**src/hdl/mmop_pkg.sv**
```systemverilog
// ----------------------------------------------------------------------------
// mmop_pkg
// Shared codes, configuration record and state types of the object pool.
// ----------------------------------------------------------------------------
package mmop_pkg;

   localparam int NUM_POOLS_DEFAULT      = 4;
   localparam int SLOTS_PER_POOL_DEFAULT = 64;
   localparam int OBJECT_WIDTH_DEFAULT   = 64;

   // Request kinds.
   localparam logic [1:0] FUNC_PUT   = 2'd0;
   localparam logic [1:0] FUNC_GET   = 2'd1;
   localparam logic [1:0] FUNC_FLUSH = 2'd2;

   // Pool modes.
   localparam logic [1:0] MODE_MANUAL = 2'd0;
   localparam logic [1:0] MODE_STACK  = 2'd1;
   localparam logic [1:0] MODE_QUEUE  = 2'd2;

   // Result status codes.
   localparam logic [2:0] STATUS_OK        = 3'd0;
   localparam logic [2:0] STATUS_BAD_POOL  = 3'd1;
   localparam logic [2:0] STATUS_BAD_INDEX = 3'd2;
   localparam logic [2:0] STATUS_FULL      = 3'd3;
   localparam logic [2:0] STATUS_EMPTY     = 3'd4;
   localparam logic [2:0] STATUS_BAD_MODE  = 3'd5;

   // Register indexes on the configuration port.
   localparam logic [2:0] CSR_POOLS_CREATED = 3'd0;
   localparam logic [2:0] CSR_POOL_MODES    = 3'd1;
   localparam logic [2:0] CSR_CAPACITY0     = 3'd2;
   localparam logic [2:0] CSR_CAPACITY1     = 3'd3;
   localparam logic [2:0] CSR_CAPACITY2     = 3'd4;
   localparam logic [2:0] CSR_CAPACITY3     = 3'd5;

   typedef struct packed {
      logic [2:0]      pools_created;
      logic [7:0]      pool_modes;
      logic [3:0][6:0] capacity;
   } mmop_cfg_type;

   typedef enum logic [2:0] {
      ST_CLEAR,
      ST_IDLE,
      ST_EXEC,
      ST_READ,
      ST_FLUSH,
      ST_COMPACT,
      ST_APPEND
   } mmop_state_type;

   typedef enum logic [2:0] {
      ACT_RESPOND,
      ACT_WRITE,
      ACT_READ,
      ACT_FLUSH,
      ACT_COMPACT
   } mmop_act_type;

endpackage

```
**src/hdl/mmop_csr.sv**
```systemverilog
// ----------------------------------------------------------------------------
// mmop_csr
// Configuration registers written through the plain write port.
// ----------------------------------------------------------------------------
module mmop_csr
   import mmop_pkg::*;
(
   input  logic         clock,
   input  logic         reset,
   input  logic         csr_write_enable,
   input  logic [2:0]   csr_index,
   input  logic [7:0]   csr_write_data,
   output mmop_cfg_type cfg
);

   mmop_cfg_type cfg_ff, cfg_in;

   always_comb begin
      cfg_in = cfg_ff;
      if (csr_write_enable) begin
         unique case (csr_index)
            CSR_POOLS_CREATED: cfg_in.pools_created = csr_write_data[2:0];
            CSR_POOL_MODES:    cfg_in.pool_modes    = csr_write_data;
            CSR_CAPACITY0:     cfg_in.capacity[0]   = csr_write_data[6:0];
            CSR_CAPACITY1:     cfg_in.capacity[1]   = csr_write_data[6:0];
            CSR_CAPACITY2:     cfg_in.capacity[2]   = csr_write_data[6:0];
            CSR_CAPACITY3:     cfg_in.capacity[3]   = csr_write_data[6:0];
            default:           cfg_in = cfg_ff;
         endcase
      end
   end

   always_ff @(posedge clock) begin
      if (reset) begin
         cfg_ff.pools_created <= 3'd1;
         cfg_ff.pool_modes    <= 8'd0;
         cfg_ff.capacity[0]   <= 7'd64;
         cfg_ff.capacity[1]   <= 7'd0;
         cfg_ff.capacity[2]   <= 7'd0;
         cfg_ff.capacity[3]   <= 7'd0;
      end else begin
         cfg_ff <= cfg_in;
      end
   end

   assign cfg = cfg_ff;

endmodule

```
**config.mk**
```make
export PLATFORM = sky130hd
export DESIGN_NAME = mmop_csr
export DESIGN_NICKNAME = d
export VERILOG_FILES = /design/src/hdl/mmop_pkg.sv /design/src/hdl/mmop_csr.sv
export SDC_FILE = /design/constraint.sdc
export NUM_CORES = 1
export LEC_CHECK = 0
export BUFFER_PORTS_ARGS = -buffer_cell sky130_fd_sc_hd__buf_4
export CORE_ASPECT_RATIO = 1.2
export CORE_MARGIN = 8
export CORE_UTILIZATION = 40
export CTS_CLUSTER_SIZE = 8
export DETAILED_ROUTE_END_ITERATION = 10
export PLACE_DENSITY = 0.77
export SETUP_SLACK_MARGIN = 0.3
export SYNTH_ARGS = -nofsm -noshare
export SYNTH_HDL_FRONTEND = slang
export SYNTH_SLANG_ARGS = --single-unit
```
**constraint.sdc**
```tcl
create_clock -name clock -period 1.4 [get_ports clock]
set_clock_uncertainty 0.2 [all_clocks]
set_input_delay 0.14 -clock clock [delete_from_list [all_inputs] [get_ports clock]]
set_output_delay 0.14 -clock clock [all_outputs]
set_load 0.005 [all_outputs]
```
==> run_results.csv <==
group,metric,value,unit
die,dieArea,0.006281,mm2
timing,finalHoldViolations,0,
worst_setup_path,required,1060,ps
power_and_ir_drop,p_clk_share,33.6,%
clock_network,clk_path_buf_depth,2,
drt,ant_nets,0,
worst_setup_path,slowest_stage,"dfxtp_1",
die,coreArea,0.003879,mm2
die,start_util,41.19,%
synthesis,ys_seq_elements,39,
power_and_ir_drop,pwr-share-seq,56.1,%
place,post-place-ws,51.80,ps
layout,diodes,0,
layout,postLayoutCoreUtil,57.71,%
drt,first_iter_violations,25,
power_and_ir_drop,vdd_ir_drop_max,0.5070,mV
worst_setup_path,worstSetupEndpointType,"output port",
global_route,grt_max_degree,28,
power_and_ir_drop,cellInternalPower,0.001593,W
timing,slew_headroom,80.01,%
worst_setup_path,crit_cells,1,
power_and_ir_drop,swShare,22.32,%
layout,mostFrequentLayoutCells,"buf_4, nand2b_1, mux2i_1",
timing,tightest_slew,299.9,ps
global_route,grtUsageTotal,12.34,%
clock_network,tritoncts,"built",
drt,via_per_inst,4.578,
power_and_ir_drop,power_leakage,1.107,nW
place,place_hpwl,2680,um
layout,largest_register_ffs,39,
worst_hold_path,min_delay_path_depth,3,
place,place_congestion,0.7024,
global_route,antenna_found_initial,0,
worst_setup_path,worstSetupPathType,"flip-flop to output port",
drt,drcViolationCount,0,
timing,setup_viol,0,
timing,period_minus_slack,1080,ps
clock_network,root_buffer,"clkbuf_8",
synthesis,syn_inst,146,
die,rows,25,
clock_network,htree_levels,2,
timing,rsz0062_at_grt,"yes",
synthesis,post_synth.cell_area_avg,10.94,um2
die,die_w,73.70,um
power_and_ir_drop,power_switching,0.0004578,W
layout,area_growth,40.09,%
die,chipHeight,85.24,um
die,io_pins,53,
drt,routedWlPerCell,14.33,um
clock_network,clock_latency,280,ps
worst_setup_path,path_cells,"buf_4",
clock_network,path_clk_slew,70,ps
timing,report.final.slew_viol_count,0,
worst_hold_path,worstHoldPathType,"input pin to flip-flop",
synthesis,yosys_warnings,0,
layout,final_common_cell,"buf_4",
status,outcome,"complete, no violations",
timing,fmax,926.1,MHz
timing,fin_crit_sh,77.13,%
layout,nFillCells,364,
flow_run,cap_violations,0,
clock_network,numCtsBuffers,5,
layout,stdcell_area,0.002238,mm2
worst_setup_path,crit_path_max_incr_delay,340,ps
global_route,grt_pass1_wl,6003,um
drt,vias,1181,
drt,firstDrtPassIters,4,
power_and_ir_drop,p_per_area,916.1,mW/mm2
timing,setup-tns-final,0,ps
clock_network,cts.sinks,39,
worst_setup_path,r2r_cells,2,
worst_setup_path,cp_top_family,"flip-flops",
drt,wirelength,3698,um
timing,setup_ws,320.2,ps
global_route,grt_pass1_vias,1200,
place,port_buffers,52,
synthesis,syn-num-nets,160,
worst_setup_path,critPathLaunchType,"flip-flop",
power_and_ir_drop,pwr-share-comb,10.3,%
worst_setup_path,worst_ep_arrival_time,740,ps
global_route,overflow,0,
synthesis,yosys.cell_types.count,11,
synthesis,ys_seq_area_share,48.86,%
worst_setup_path,crit_fanout,2,
layout,final_nets,219,
worst_setup_path,worst-path-buf-inv,1,
layout,drive_gt1_share,44.61,%
synthesis,synth_area,0.001598,mm2
place,post_dp_cell_area,0.002082,mm2
## logic make-up after synthesis
logic type | Yosys count | share of synthesized area [%]
muxes | 39 | 24.43
buffers and inverters | 11 | 2.898
DFF | 39 | 48.86
and+or+nand+nor | 57 | 23.81
## path summary, 6_finish.rpt
path	start	to	slack, ps
min	csr_write_data[4]	cfg[32]	40
max reg2reg	cfg[0]	cfg[0]	590
max	cfg[21]	cfg[21]	320
min reg2reg	cfg[11]	cfg[11]	270
## through the flow
step,power [W],instances,hold WS (ps)
5_1_grt,0.002117,258,59.29
3_3_place_gp,0.001373,249,199.1
2_1_floorplan,0.001267,146,92.05
3_5_place_dp,0.001376,249,210.3
4_1_cts,0.002065,258,41.20
6_report,0.002051,258,40.81
## what timing repair did
action / 4_1_cts / 5_1_grt
endpoints found under the setup margin: 4 / 26
hold endpoints to repair: 3 / 0
buffers inserted: 0 / 0
resized for setup: 4 / 26
hold buffers: 3 / 0
## per-layer routing
metal,global-route usage [%],share of wire (%)
met5,0,0
met4,6.011,1.9
met3,4.009,5.1
met2,20.11,49
met1,13.90,44
## area by class of cell
| class | count | area, um2 | share of cell area, % |
|---|---|---|---|
| clock buffers | 6 | 72.57 | 3.242 |
| well taps | 54 | 67.56 | 3.018 |
| repair buffers | 63 | 508.0 | 22.69 |
| flip-flops and latches | 39 | 812.0 | 36.28 |
| multi-input cells | 96 | 778.2 | 34.77 |
## cell usage after synthesis (all sizes together)
library cell	count	area share (%)
and4b	1	0.63
and4bb	1	0.78
buf	4	1.3
clkbuf	7	1.6
dfxtp	39	49
mux2i	39	24
nand2b	45	18
nand4b	2	1.1
nand4bb	3	2.1
nor2	4	0.94
or4b	1	0.63
## power by group through the flow
stage	Combinational (W)	Sequential (W)	Clock (W)
after detailed placement	0.000204	0.00117	0
after global routing	0.000231	0.00115	0.000734
after CTS	0.000211	0.00115	0.000706
after floorplan	0.0000943	0.00117	0
final	0.000212	0.00115	0.000689
after global placement	0.000201	0.00117	0
Note: power is estimated with default switching activity, not from simulation.
