**src/hdl/mmop_pkg.sv**
```systemverilog
// ----------------------------------------------------------------------------
// mmop_pkg
// Shared codes, configuration record and state types of the object pool.
// ----------------------------------------------------------------------------
package mmop_pkg;

   localparam int NUM_POOLS_DEFAULT      = 4;
   localparam int SLOTS_PER_POOL_DEFAULT = 64;
   localparam int OBJECT_WIDTH_DEFAULT   = 64;

   // Request kinds.
   localparam logic [1:0] FUNC_PUT   = 2'd0;
   localparam logic [1:0] FUNC_GET   = 2'd1;
   localparam logic [1:0] FUNC_FLUSH = 2'd2;

   // Pool modes.
   localparam logic [1:0] MODE_MANUAL = 2'd0;
   localparam logic [1:0] MODE_STACK  = 2'd1;
   localparam logic [1:0] MODE_QUEUE  = 2'd2;

   // Result status codes.
   localparam logic [2:0] STATUS_OK        = 3'd0;
   localparam logic [2:0] STATUS_BAD_POOL  = 3'd1;
   localparam logic [2:0] STATUS_BAD_INDEX = 3'd2;
   localparam logic [2:0] STATUS_FULL      = 3'd3;
   localparam logic [2:0] STATUS_EMPTY     = 3'd4;
   localparam logic [2:0] STATUS_BAD_MODE  = 3'd5;

   // Register indexes on the configuration port.
   localparam logic [2:0] CSR_POOLS_CREATED = 3'd0;
   localparam logic [2:0] CSR_POOL_MODES    = 3'd1;
   localparam logic [2:0] CSR_CAPACITY0     = 3'd2;
   localparam logic [2:0] CSR_CAPACITY1     = 3'd3;
   localparam logic [2:0] CSR_CAPACITY2     = 3'd4;
   localparam logic [2:0] CSR_CAPACITY3     = 3'd5;

   typedef struct packed {
      logic [2:0]      pools_created;
      logic [7:0]      pool_modes;
      logic [3:0][6:0] capacity;
   } mmop_cfg_type;

   typedef enum logic [2:0] {
      ST_CLEAR,
      ST_IDLE,
      ST_EXEC,
      ST_READ,
      ST_FLUSH,
      ST_COMPACT,
      ST_APPEND
   } mmop_state_type;

   typedef enum logic [2:0] {
      ACT_RESPOND,
      ACT_WRITE,
      ACT_READ,
      ACT_FLUSH,
      ACT_COMPACT
   } mmop_act_type;

endpackage

```
**src/hdl/mmop_ctrl.sv**
```systemverilog
// ----------------------------------------------------------------------------
// mmop_ctrl
// Request sequencer: pointer registers, request decode and the memory walks
// for clearing, flushing and queue compaction.
// ----------------------------------------------------------------------------
module mmop_ctrl
   import mmop_pkg::*;
#(
   parameter int NUM_POOLS      = NUM_POOLS_DEFAULT,
   parameter int SLOTS_PER_POOL = SLOTS_PER_POOL_DEFAULT,
   parameter int OBJECT_WIDTH   = OBJECT_WIDTH_DEFAULT,
   parameter int AW             = 8
) (
   input  logic                    clock,
   input  logic                    reset,
   input  mmop_cfg_type            cfg,
   input  logic                    start,
   output logic                    busy,
   input  logic [1:0]              req_func,
   input  logic [1:0]              req_pool_id,
   input  logic [5:0]              req_slot_index,
   input  logic [OBJECT_WIDTH-1:0] req_object_data,
   output logic                    rsp_strobe,
   output logic                    rsp_ok,
   output logic [2:0]              rsp_status,
   output logic [OBJECT_WIDTH-1:0] rsp_read_data,
   output logic                    mem_wr_en,
   output logic [AW-1:0]           mem_wr_addr,
   output logic [OBJECT_WIDTH-1:0] mem_wr_data,
   output logic                    mem_rd_en,
   output logic [AW-1:0]           mem_rd_addr,
   input  logic [OBJECT_WIDTH-1:0] mem_rd_data
);

   localparam int DEPTH  = NUM_POOLS * SLOTS_PER_POOL;
   localparam int PTR_W  = $clog2(SLOTS_PER_POOL + 1);
   localparam int POOL_W = (NUM_POOLS > 1) ? $clog2(NUM_POOLS) : 1;
   localparam int CW     = (PTR_W > 7) ? PTR_W : 7;

   function automatic logic [AW-1:0] slot_addr(input logic [POOL_W-1:0] pool,
                                               input logic [PTR_W:0]    slot);
      logic [AW-1:0] base;
      base = AW'(int'(pool) * SLOTS_PER_POOL);
      return base + AW'(slot);
   endfunction

   mmop_state_type state_ff, state_in;

   logic [PTR_W-1:0] top_ff [NUM_POOLS];
   logic [PTR_W-1:0] bot_ff [NUM_POOLS];
   logic [PTR_W-1:0] top_new, bot_new;
   logic             top_we, bot_we;

   logic [AW-1:0]    clear_ff, clear_in;
   logic [PTR_W-1:0] cnt_ff, cnt_in;

   logic [1:0]              func_ff;
   logic [1:0]              pool_id_ff;
   logic [5:0]              slot_ff;
   logic [OBJECT_WIDTH-1:0] obj_ff;

   logic                    rsp_valid_ff, rsp_valid_in;
   logic                    rsp_ok_ff, rsp_ok_in;
   logic [2:0]              rsp_status_ff, rsp_status_in;
   logic [OBJECT_WIDTH-1:0] rsp_data_ff, rsp_data_in;

   logic [POOL_W+1:0] pool_ext;
   logic [POOL_W-1:0] pool_sel;
   logic              pool_ok;
   logic [1:0]        mode;
   logic [CW-1:0]     cap_raw;
   logic [PTR_W-1:0]  cap, top_cur, bot_cur, live;
   logic              accept;

   mmop_act_type     act;
   logic [2:0]       dec_status;
   logic [PTR_W-1:0] dec_slot;

   assign accept   = start && (state_ff == ST_IDLE);
   assign pool_ext = {{POOL_W{1'b0}}, pool_id_ff};
   assign pool_sel = pool_ext[POOL_W-1:0];
   assign pool_ok  = ({1'b0, pool_id_ff} < cfg.pools_created) &&
                     (int'(pool_id_ff) < NUM_POOLS);
   assign mode     = cfg.pool_modes[2*pool_id_ff +: 2];
   assign cap_raw  = CW'(cfg.capacity[pool_id_ff]);
   assign cap      = (cap_raw > CW'(SLOTS_PER_POOL)) ? PTR_W'(SLOTS_PER_POOL)
                                                     : PTR_W'(cap_raw);
   assign top_cur  = top_ff[pool_sel];
   assign bot_cur  = bot_ff[pool_sel];
   assign live     = top_cur - bot_cur;

   // Request decode, evaluated while the request sits in the execute state.
   always_comb begin
      act        = ACT_RESPOND;
      dec_status = STATUS_OK;
      dec_slot   = PTR_W'(slot_ff);
      top_we     = 1'b0;
      bot_we     = 1'b0;
      top_new    = top_cur;
      bot_new    = bot_cur;
      if (func_ff != FUNC_PUT && func_ff != FUNC_GET && func_ff != FUNC_FLUSH) begin
         dec_status = STATUS_BAD_MODE;
      end else if (!pool_ok) begin
         dec_status = STATUS_BAD_POOL;
      end else if (func_ff == FUNC_FLUSH) begin
         top_we  = 1'b1;
         bot_we  = 1'b1;
         top_new = '0;
         bot_new = '0;
         if (cap != '0) begin
            act = ACT_FLUSH;
         end
      end else begin
         unique case (mode)
            MODE_MANUAL: begin
               if (CW'(slot_ff) >= CW'(cap)) begin
                  dec_status = STATUS_BAD_INDEX;
               end else begin
                  act = (func_ff == FUNC_PUT) ? ACT_WRITE : ACT_READ;
               end
            end
            MODE_STACK: begin
               if (func_ff == FUNC_PUT) begin
                  if (top_cur >= cap) begin
                     dec_status = STATUS_FULL;
                  end else begin
                     act      = ACT_WRITE;
                     dec_slot = top_cur;
                     top_we   = 1'b1;
                     top_new  = top_cur + 1'b1;
                  end
               end else if (top_cur == '0) begin
                  dec_status = STATUS_EMPTY;
               end else begin
                  act      = ACT_READ;
                  dec_slot = top_cur - 1'b1;
                  top_we   = 1'b1;
                  top_new  = top_cur - 1'b1;
               end
            end
            MODE_QUEUE: begin
               if (func_ff == FUNC_PUT) begin
                  if (top_cur < cap) begin
                     act      = ACT_WRITE;
                     dec_slot = top_cur;
                     top_we   = 1'b1;
                     top_new  = top_cur + 1'b1;
                  end else if (bot_cur == '0 || bot_cur > top_cur || live >= cap) begin
                     dec_status = STATUS_FULL;
                  end else begin
                     act = ACT_COMPACT;
                  end
               end else if (bot_cur >= top_cur) begin
                  dec_status = STATUS_EMPTY;
               end else begin
                  act      = ACT_READ;
                  dec_slot = bot_cur;
                  bot_we   = 1'b1;
                  bot_new  = bot_cur + 1'b1;
               end
            end
            default: dec_status = STATUS_BAD_MODE;
         endcase
      end
   end

   // Next state.
   always_comb begin
      state_in = state_ff;
      unique case (state_ff)
         ST_CLEAR:   if (clear_ff == AW'(DEPTH - 1)) state_in = ST_IDLE;
         ST_IDLE:    if (start) state_in = ST_EXEC;
         ST_EXEC: begin
            unique case (act)
               ACT_READ:    state_in = ST_READ;
               ACT_FLUSH:   state_in = ST_FLUSH;
               ACT_COMPACT: state_in = ST_COMPACT;
               default:     state_in = ST_IDLE;
            endcase
         end
         ST_READ:    state_in = ST_IDLE;
         ST_FLUSH:   if (cnt_ff == cap - 1'b1) state_in = ST_IDLE;
         ST_COMPACT: if (cnt_ff == live) state_in = ST_APPEND;
         ST_APPEND:  state_in = ST_IDLE;
         default:    state_in = ST_CLEAR;
      endcase
   end

   // Memory ports, counters and the response.
   always_comb begin
      mem_wr_en     = 1'b0;
      mem_wr_addr   = '0;
      mem_wr_data   = '0;
      mem_rd_en     = 1'b0;
      mem_rd_addr   = '0;
      clear_in      = clear_ff;
      cnt_in        = cnt_ff;
      rsp_valid_in  = 1'b0;
      rsp_ok_in     = rsp_ok_ff;
      rsp_status_in = rsp_status_ff;
      rsp_data_in   = rsp_data_ff;
      unique case (state_ff)
         ST_CLEAR: begin
            mem_wr_en   = 1'b1;
            mem_wr_addr = clear_ff;
            clear_in    = clear_ff + 1'b1;
         end
         ST_EXEC: begin
            cnt_in = '0;
            unique case (act)
               ACT_WRITE: begin
                  mem_wr_en   = 1'b1;
                  mem_wr_addr = slot_addr(pool_sel, {1'b0, dec_slot});
                  mem_wr_data = obj_ff;
               end
               ACT_READ: begin
                  mem_rd_en   = 1'b1;
                  mem_rd_addr = slot_addr(pool_sel, {1'b0, dec_slot});
               end
               default: begin
               end
            endcase
            if (act == ACT_RESPOND || act == ACT_WRITE) begin
               rsp_valid_in  = 1'b1;
               rsp_ok_in     = (dec_status == STATUS_OK);
               rsp_status_in = dec_status;
               rsp_data_in   = '0;
            end
         end
         ST_READ: begin
            rsp_valid_in  = 1'b1;
            rsp_ok_in     = 1'b1;
            rsp_status_in = STATUS_OK;
            rsp_data_in   = mem_rd_data;
         end
         ST_FLUSH: begin
            mem_wr_en   = 1'b1;
            mem_wr_addr = slot_addr(pool_sel, {1'b0, cnt_ff});
            cnt_in      = cnt_ff + 1'b1;
            if (cnt_ff == cap - 1'b1) begin
               rsp_valid_in  = 1'b1;
               rsp_ok_in     = 1'b1;
               rsp_status_in = STATUS_OK;
               rsp_data_in   = '0;
            end
         end
         ST_COMPACT: begin
            // Read slot bottom+k while writing the word read last cycle to k-1.
            mem_rd_en   = (cnt_ff < live);
            mem_rd_addr = slot_addr(pool_sel, {1'b0, bot_cur} + {1'b0, cnt_ff});
            mem_wr_en   = (cnt_ff != '0);
            mem_wr_addr = slot_addr(pool_sel, {1'b0, cnt_ff - 1'b1});
            mem_wr_data = mem_rd_data;
            cnt_in      = cnt_ff + 1'b1;
         end
         ST_APPEND: begin
            mem_wr_en     = 1'b1;
            mem_wr_addr   = slot_addr(pool_sel, {1'b0, live});
            mem_wr_data   = obj_ff;
            rsp_valid_in  = 1'b1;
            rsp_ok_in     = 1'b1;
            rsp_status_in = STATUS_OK;
            rsp_data_in   = '0;
         end
         default: begin
         end
      endcase
   end

   always_ff @(posedge clock) begin
      if (reset) begin
         state_ff     <= ST_CLEAR;
         clear_ff     <= '0;
         cnt_ff       <= '0;
         rsp_valid_ff <= 1'b0;
         for (int p = 0; p < NUM_POOLS; p++) begin
            top_ff[p] <= '0;
            bot_ff[p] <= '0;
         end
      end else begin
         state_ff     <= state_in;
         clear_ff     <= clear_in;
         cnt_ff       <= cnt_in;
         rsp_valid_ff <= rsp_valid_in;
         if (state_ff == ST_EXEC) begin
            if (top_we) top_ff[pool_sel] <= top_new;
            if (bot_we) bot_ff[pool_sel] <= bot_new;
         end
         if (state_ff == ST_APPEND) begin
            top_ff[pool_sel] <= live + 1'b1;
            bot_ff[pool_sel] <= '0;
         end
      end
   end

   always_ff @(posedge clock) begin
      if (accept) begin
         func_ff    <= req_func;
         pool_id_ff <= req_pool_id;
         slot_ff    <= req_slot_index;
         obj_ff     <= req_object_data;
      end
      rsp_ok_ff     <= rsp_ok_in;
      rsp_status_ff <= rsp_status_in;
      rsp_data_ff   <= rsp_data_in;
   end

   assign busy          = (state_ff != ST_IDLE);
   assign rsp_strobe    = rsp_valid_ff;
   assign rsp_ok        = rsp_ok_ff;
   assign rsp_status    = rsp_status_ff;
   assign rsp_read_data = rsp_data_ff;

endmodule

```
**config.mk**
```make
export PLATFORM = sky130hd
export DESIGN_NAME = mmop_ctrl
export DESIGN_NICKNAME = d
export VERILOG_FILES = /design/src/hdl/mmop_pkg.sv /design/src/hdl/mmop_ctrl.sv
export SDC_FILE = /design/constraint.sdc
export NUM_CORES = 1
export LEC_CHECK = 0
export BUFFER_PORTS_ARGS = -buffer_cell sky130_fd_sc_hd__buf_2
export CORE_UTILIZATION = 35
export DETAILED_ROUTE_END_ITERATION = 6
export GPL_TIMING_DRIVEN = 0
export SLEW_MARGIN = 40
export SYNTH_ARGS = -nofsm -noshare
export SYNTH_HDL_FRONTEND = slang
export SYNTH_SLANG_ARGS = --single-unit
```
**constraint.sdc**
```tcl
create_clock -name clock -period 11.4 [get_ports clock]
set_input_delay 1.71 -clock clock [delete_from_list [all_inputs] [get_ports clock]]
set_output_delay 1.71 -clock clock [all_outputs]
set_load 0.01 [all_outputs]
```
==> metrics, run 1 <==
Int Pwr approximately 1800 uW; Hold WC Path Type register to register; leading area contributor after synthesis edfxtp_1; Syn Area/Cell around 11 sq um; vias 11500; Distinct cells, synth 81; slew at the pin closest to its max-slew limit a little under 0.9 ns; Net Sw Frac 35.5%; Synth area leaders edfxtp_1, ha_1, a22o_1, and2_1, mux4_2; clock share of power about 30%; post-cts sizing count 0; worst-path maximum fanout 11; relative slew slack between 40% and 50%; Fin. Hold Viols 0; gate count of the mapped netlist 1178; initial antenna violation count 7; H-tree level count 1; FMAX roughly 120 MHz; Logic pwr share about a third; clk_lat worst skew between 0.5 and 0.6 ns; crit share post-route slightly above 70%; CTS tree yes; compound-cell area share of the yosys netlist between 15 and 20%; clk sink count around 220; Synth warnings 0; Synth Area in Simple Gates ~15%; combinational family with the most area after synthesis compound AO/OA/AOI/OAI gates; Hold Crit Endpoint clear_ff[7]; Post-Synth XOR/XNOR Area ~2.6%; post-synthesis adder-cell area fraction under 10%; Core Rows 70; RSZ-0062 raised after global routing false; post-synth top area share around 46%; Port Buffers between 300 and 400; register area share after synthesis between 40% and 50%; total track usage between 20 and 30%; die height about 190 um; Reg2Reg Setup Slack between 5 and 6 ns; max-cap viol count 0; drt first-iter violations 1118; Synth Flop Type edfxtp_1; final net count between 1500 and 2000; synthesis-to-finish area growth 25.2%; critical path launch point cfg[27]; critical path class input port to primary output; Reg2Reg Capture Point rsp_read_data[18]; CP endpoint kind primary output; Pwr Density approximately 170 mW/mm^2; wire length per cell between 20 and 25 um; crit path time final just over 8 ns; WP data required 9.69 ns; Slew Limit Fails 0; Die Wd 194 um; Post-synth EDFFs 198; first-pass GRT wire length 72000 um; register share of total power a little over a third; Async SR Flop Fraction 0%; Vias/cell between 5 and 6; vias in the first global route about 11000; # IOs about 330; final core occ 44.4%; Fillers 3516; GP Congestion just under 1; layout cell share with drive strength beyond 1 approximately 29%; Setup Buffers After CTS 0; endpoints failing setup 0; top post-synthesis cells by count edfxtp_1, nor2_1, and2_1; switching pwr approximately 970 uW; Final HPWL DP between 30000 and 40000 um; CORE AREA 0.0364 sq mm; Power Total 2720 uW; residual DRC count 0; Setup crit start kind input port; worst hold path depth 2; peak supply drop between 0.1 and 0.15 mV; worst hold start clear_ff[7]; top-count cell post-synth edfxtp_1; overflow left after global routing 0; area of the mapped netlist roughly 0.013 sq mm; Final ANT Viol Nets 0; reg2reg path depth 22; Arr. time, crit path about 6.5 ns; register clock-pin slew on the reported worst setup and hold paths 0.06 ns; #FFs+latches synth around 220; clock buffer depth 3; CTS Buf Count 26; outcome finished clean; initial cell density of the core 35.5%; hold_buf cts 0; largest net degree at the start of global routing 40; LEAKAGE 0.00672 uW; DRT Pass-1 Iters 7; final wirelength about 50000 um; Die ar. ~0.038 sq mm; Syn Nets around 1400; CTS Root Cell clkbuf_16; post-synthesis mux area share 5.02%; Final Skew about 0.024 ns
## state kept, by name, indices dropped and copies added, names as in the netlist, named ones only
register,count
bot_ff,28
clear_ff,8
cnt_ff,7
func_ff,2
obj_ff,64
pool_id_ff,2
rsp_ok,1
rsp_read_data,64
rsp_status,3
rsp_strobe,1
slot_ff,6
state_ff,3
top_ff,28
## cell type report
type	count	area, sq um	share of cell area, %
Clock inverter	16	171	1.06
Inverter	55	206	1.28
Buffer	67	328	2.03
Clock buffer	31	669	4.14
Multi-Input combinational cell	837	6070	37.5
Antenna cell	6	15.0	0.0928
Tap cell	468	586	3.62
Sequential cell	219	6370	39.3
Timing Repair Buffer	341	1770	11.0
## power groups by stage
stage | combinational (uW) | clock, uW | sequential [uW]
finish | 925 | 827 | 971
global route | 1010 | 872 | 975
CTS | 910 | 843 | 970
detailed placement | 905 | 0 | 987
global placement | 884 | 0 | 994
floorplan | 593 | 0 | 977
## kinds of logic after synthesis
| family | after synthesis |
|---|---|
| AND/OR/NAND/NOR | 386 |
| multiplexers | 36 |
| AO/OA/AOI/OAI | 310 |
| adder cells (fa/ha/maj) | 66 |
| flip-flops | 219 |
| XOR/XNOR | 39 |
| buffers and inverters | 122 |
## worst max path at each step
| stage | slack [ns] | to | depth (start not counted) |
|---|---|---|---|
| after floorplan | 1.65 | rsp_ok | 12 |
| after global placement | -2.02 | rsp_status[1] | 13 |
| after detailed placement | 3.11 | mem_wr_data[42] | 17 |
| after CTS | 3.09 | mem_wr_data[42] | 17 |
| after global routing | 3.03 | mem_wr_data[42] | 17 |
| final | 3.19 | mem_wr_addr[0] | 15 |
## cell usage in the layout (no fill, tap or decap), types with 11 or more instances in the layout
cell / n
buf_2: 338
edfxtp_1: 198
nor2_1: 99
and2_1: 80
nand2_1: 67
a22o_1: 64
ha_1: 63
o21ai_0: 58
inv_1: 53
clkbuf_1: 53
a21oi_1: 48
nand3_1: 31
clkbuf_16: 26
xnor2_1: 23
mux4_2: 22
nor3_1: 22
dfxtp_1: 21
xor2_1: 16
nand2b_1: 15
buf_6: 14
o211ai_1: 13
a31oi_1: 13
o22ai_1: 12
nor2b_1: 11
a21o_1: 11
nand4_1: 11
nor4_1: 11
a22oi_1: 11
## worst max-delay path, stage by stage
cell and delay (ns):
buf_2 0.10, mux4_2 0.58, inv_1 0.15, clkbuf_1 0.40, nand2_1 0.29, ha_1 0.39, nor2b_1 0.14, o21ai_0 0.27
a21oi_2 0.22, nor2_1 0.53, a221oi_2 0.22, or4b_1 0.50, buf_2 0.23, o21ai_0 0.52, buf_2 0.24
## metal layers
metal,vias up,GRT usage [%],wire [um]
li1,5204,-,-
met1,5640,34.2,20600
met2,574,43.9,23800
met3,78,3.91,3910
met4,4,7.50,1400
met5,-,0,29
## per-stage QoR
stage | cells | setup slack (ns) | area (sq um) | hold WS [ns] | TNS, ns
after floorplan | 1178 | 1.65 | 12900 | 0.472 | 0
after global placement | 1977 | -2.02 | 15200 | 0.492 | -136.50
after detailed placement | 1986 | 3.11 | 15300 | 0.523 | 0
after CTS | 2033 | 3.09 | 16200 | 0.532 | 0
after global routing | 2038 | 3.03 | 16200 | 0.576 | 0
final | 2040 | 3.19 | 16200 | 0.537 | 0
Note: power is estimated with default switching activity, not from simulation.
==> inputs of run 2 (changes only) <==
- clock period: 11.4 -> 6.8 ns (I/O delays scaled with it)
==> metrics, run 2 (synthesis gave the netlist of run 1 again) <==
Port Buffers 331; relative slew slack approximately 44%; CTS Buf Count 25; initial cell density of the core 35.5%; wire length per cell approximately 24 um; drt first-iter violations ~870; Die ar. 0.0377 sq mm; DRT Pass-1 Iters 5; total track usage 25.7%; # IOs ~330; slew at the pin closest to its max-slew limit between 0.8 and 0.9 ns; final cell area excluding filler cells 0.0161 sq mm; hold_buf cts 0; initial antenna violation count 3; Slowest-stage cell, CP fa_1; Core Rows 70; vias in the first global route between 10000 and 15000; Fin. Hold Viols 0; Vias/cell approximately 5.6; synthesis-to-finish area growth 24.8%; Final Skew 0.0192 ns; final wirelength a little under 50000 um; Die Wd around 190 um; H-tree level count 1; critical path class register to primary output; peak supply drop 0.176 mV; GP Congestion 0.974; vias 11400; Final HPWL DP about 39000 um; CTS Root Cell clkbuf_16; Cell Area, Placed around 0.015 sq mm; Final ANT Viol Nets 0; first-pass GRT wire length around 72000 um; crit share post-route between 90% and 100%; critical path's most frequent cell buf_2; register clock-pin slew on the reported worst setup and hold paths around 0.060 ns; clock buffer depth 3; endpoints failing setup 0; residual DRC count 0; Fillers ~3500; CORE AREA about 0.036 sq mm; most frequent cells in the layout buf_2, edfxtp_1, nor2_1; die height between 150 and 200 um; max-cap viol count 0; CTS tree yes; largest net degree at the start of global routing 35; FMAX about 150 MHz; pre-CTS setup slack -0.255 ns; worst hold slack a little over 0.5 ns; layout cell share with drive strength beyond 1 between 20% and 30%; Pwr Density 278 mW/mm^2; most common cell after layout, fill and taps aside buf_2; CP endpoint kind primary output; RSZ-0062 raised after global routing false; WP data required slightly below 6 ns; Setup crit start kind register; crit-path cells buf_2 > buf_4 > mux4_2 > buf_2 > clkinvlp_4 > ha_1 > inv_1 > fa_1 > a21o_1 > a21oi_2 > o21bai_1 > a21oi_2 > xnor2_2 > ha_1 > nor2b_1 > a311oi_2 > nand4_1 > or4b_1 > buf_4 > nand2_8 > buf_6 > a22o_1 > buf_2; worst-path maximum fanout 10; worst setup margin 0.233 ns; final net count approximately 1800; Hold WC Path Type register to register; outcome finished clean; Slew Limit Fails 0; LEAKAGE between 0.006 and 0.007 uW; slowest stage delay, CP about 0.40 ns; overflow left after global routing 0; worst hold start clear_ff[7]; Arr. time, crit path roughly 5.6 ns; clk sink count ~220; clk_lat worst skew approximately 0.56 ns; crit path time final around 6.6 ns
## run 2: area by class of cell
class                           count  area (sq um)  share of cell area [%]
Multi-Input combinational cell    837          6100                    37.8
Antenna cell                        1          2.50                  0.0155
Clock inverter                     16           111                   0.691
Sequential cell                   219          6370                    39.5
Buffer                             64           322                    1.99
Tap cell                          468           586                    3.63
Timing Repair Buffer              344          1780                    11.1
Clock buffer                       30           644                    4.00
Inverter                           55           210                    1.30
## run 2: worst paths after layout
kind                           to  slack [ns]  cells past startpoint
setup / recovery  mem_wr_data[20]        0.23                     23
hold / removal        clear_ff[7]        0.52                      2
setup reg to reg           rsp_ok        1.18                     24
hold reg to reg       clear_ff[7]        0.52                      2
## run 2: where the power goes
part	leakage, uW	internal, uW	total [uW]	switching, uW
registers	0.00213	1570	1620	49.5
logic	0.00422	570	1590	1020
clock network	0.000370	714	1270	556
## run 2: per-layer routing
layer,GRT usage [%],vias to the layer above,part of all wire (%)
met5,0,-,0.051
li1,-,5209,-
met1,33.2,5538,41
met3,4.94,92,7.7
met4,8.11,4,3.4
met2,43.3,508,48
## run 2: metrics by stage
stage | utilization [%] | power [uW] | instances | TNS [ns]
2_1_floorplan | - | 2630 | 1178 | 0
3_3_place_gp | 41.6 | 3150 | 1977 | -159.59
3_5_place_dp | 41.9 | 3170 | 1985 | -12.79
4_1_cts | 44.2 | 4480 | 2035 | 0
5_1_grt | 44.3 | 4690 | 2033 | 0
6_report | 44.3 | 4480 | 2034 | 0
## run 2: repair_timing
action / in CTS / in global routing
pin swaps: 2 / 0
setup buffers: 4 / 1
gates resized for setup: 10 / 7
setup endpoints to repair: 82 / 74
## run 2: worst max-delay path: cells and delay by family, from the launching register on
kind                     cells  cell delay (ns)
buffers and inverters        8             1.47
XOR/XNOR                     1             0.20
multiplexers                 1             0.30
AO/OA/AOI/OAI                6             1.14
AND/OR/NAND/NOR              4             0.66
adder cells (fa/ha/maj)      3             0.89
flip-flops                   1             0.30
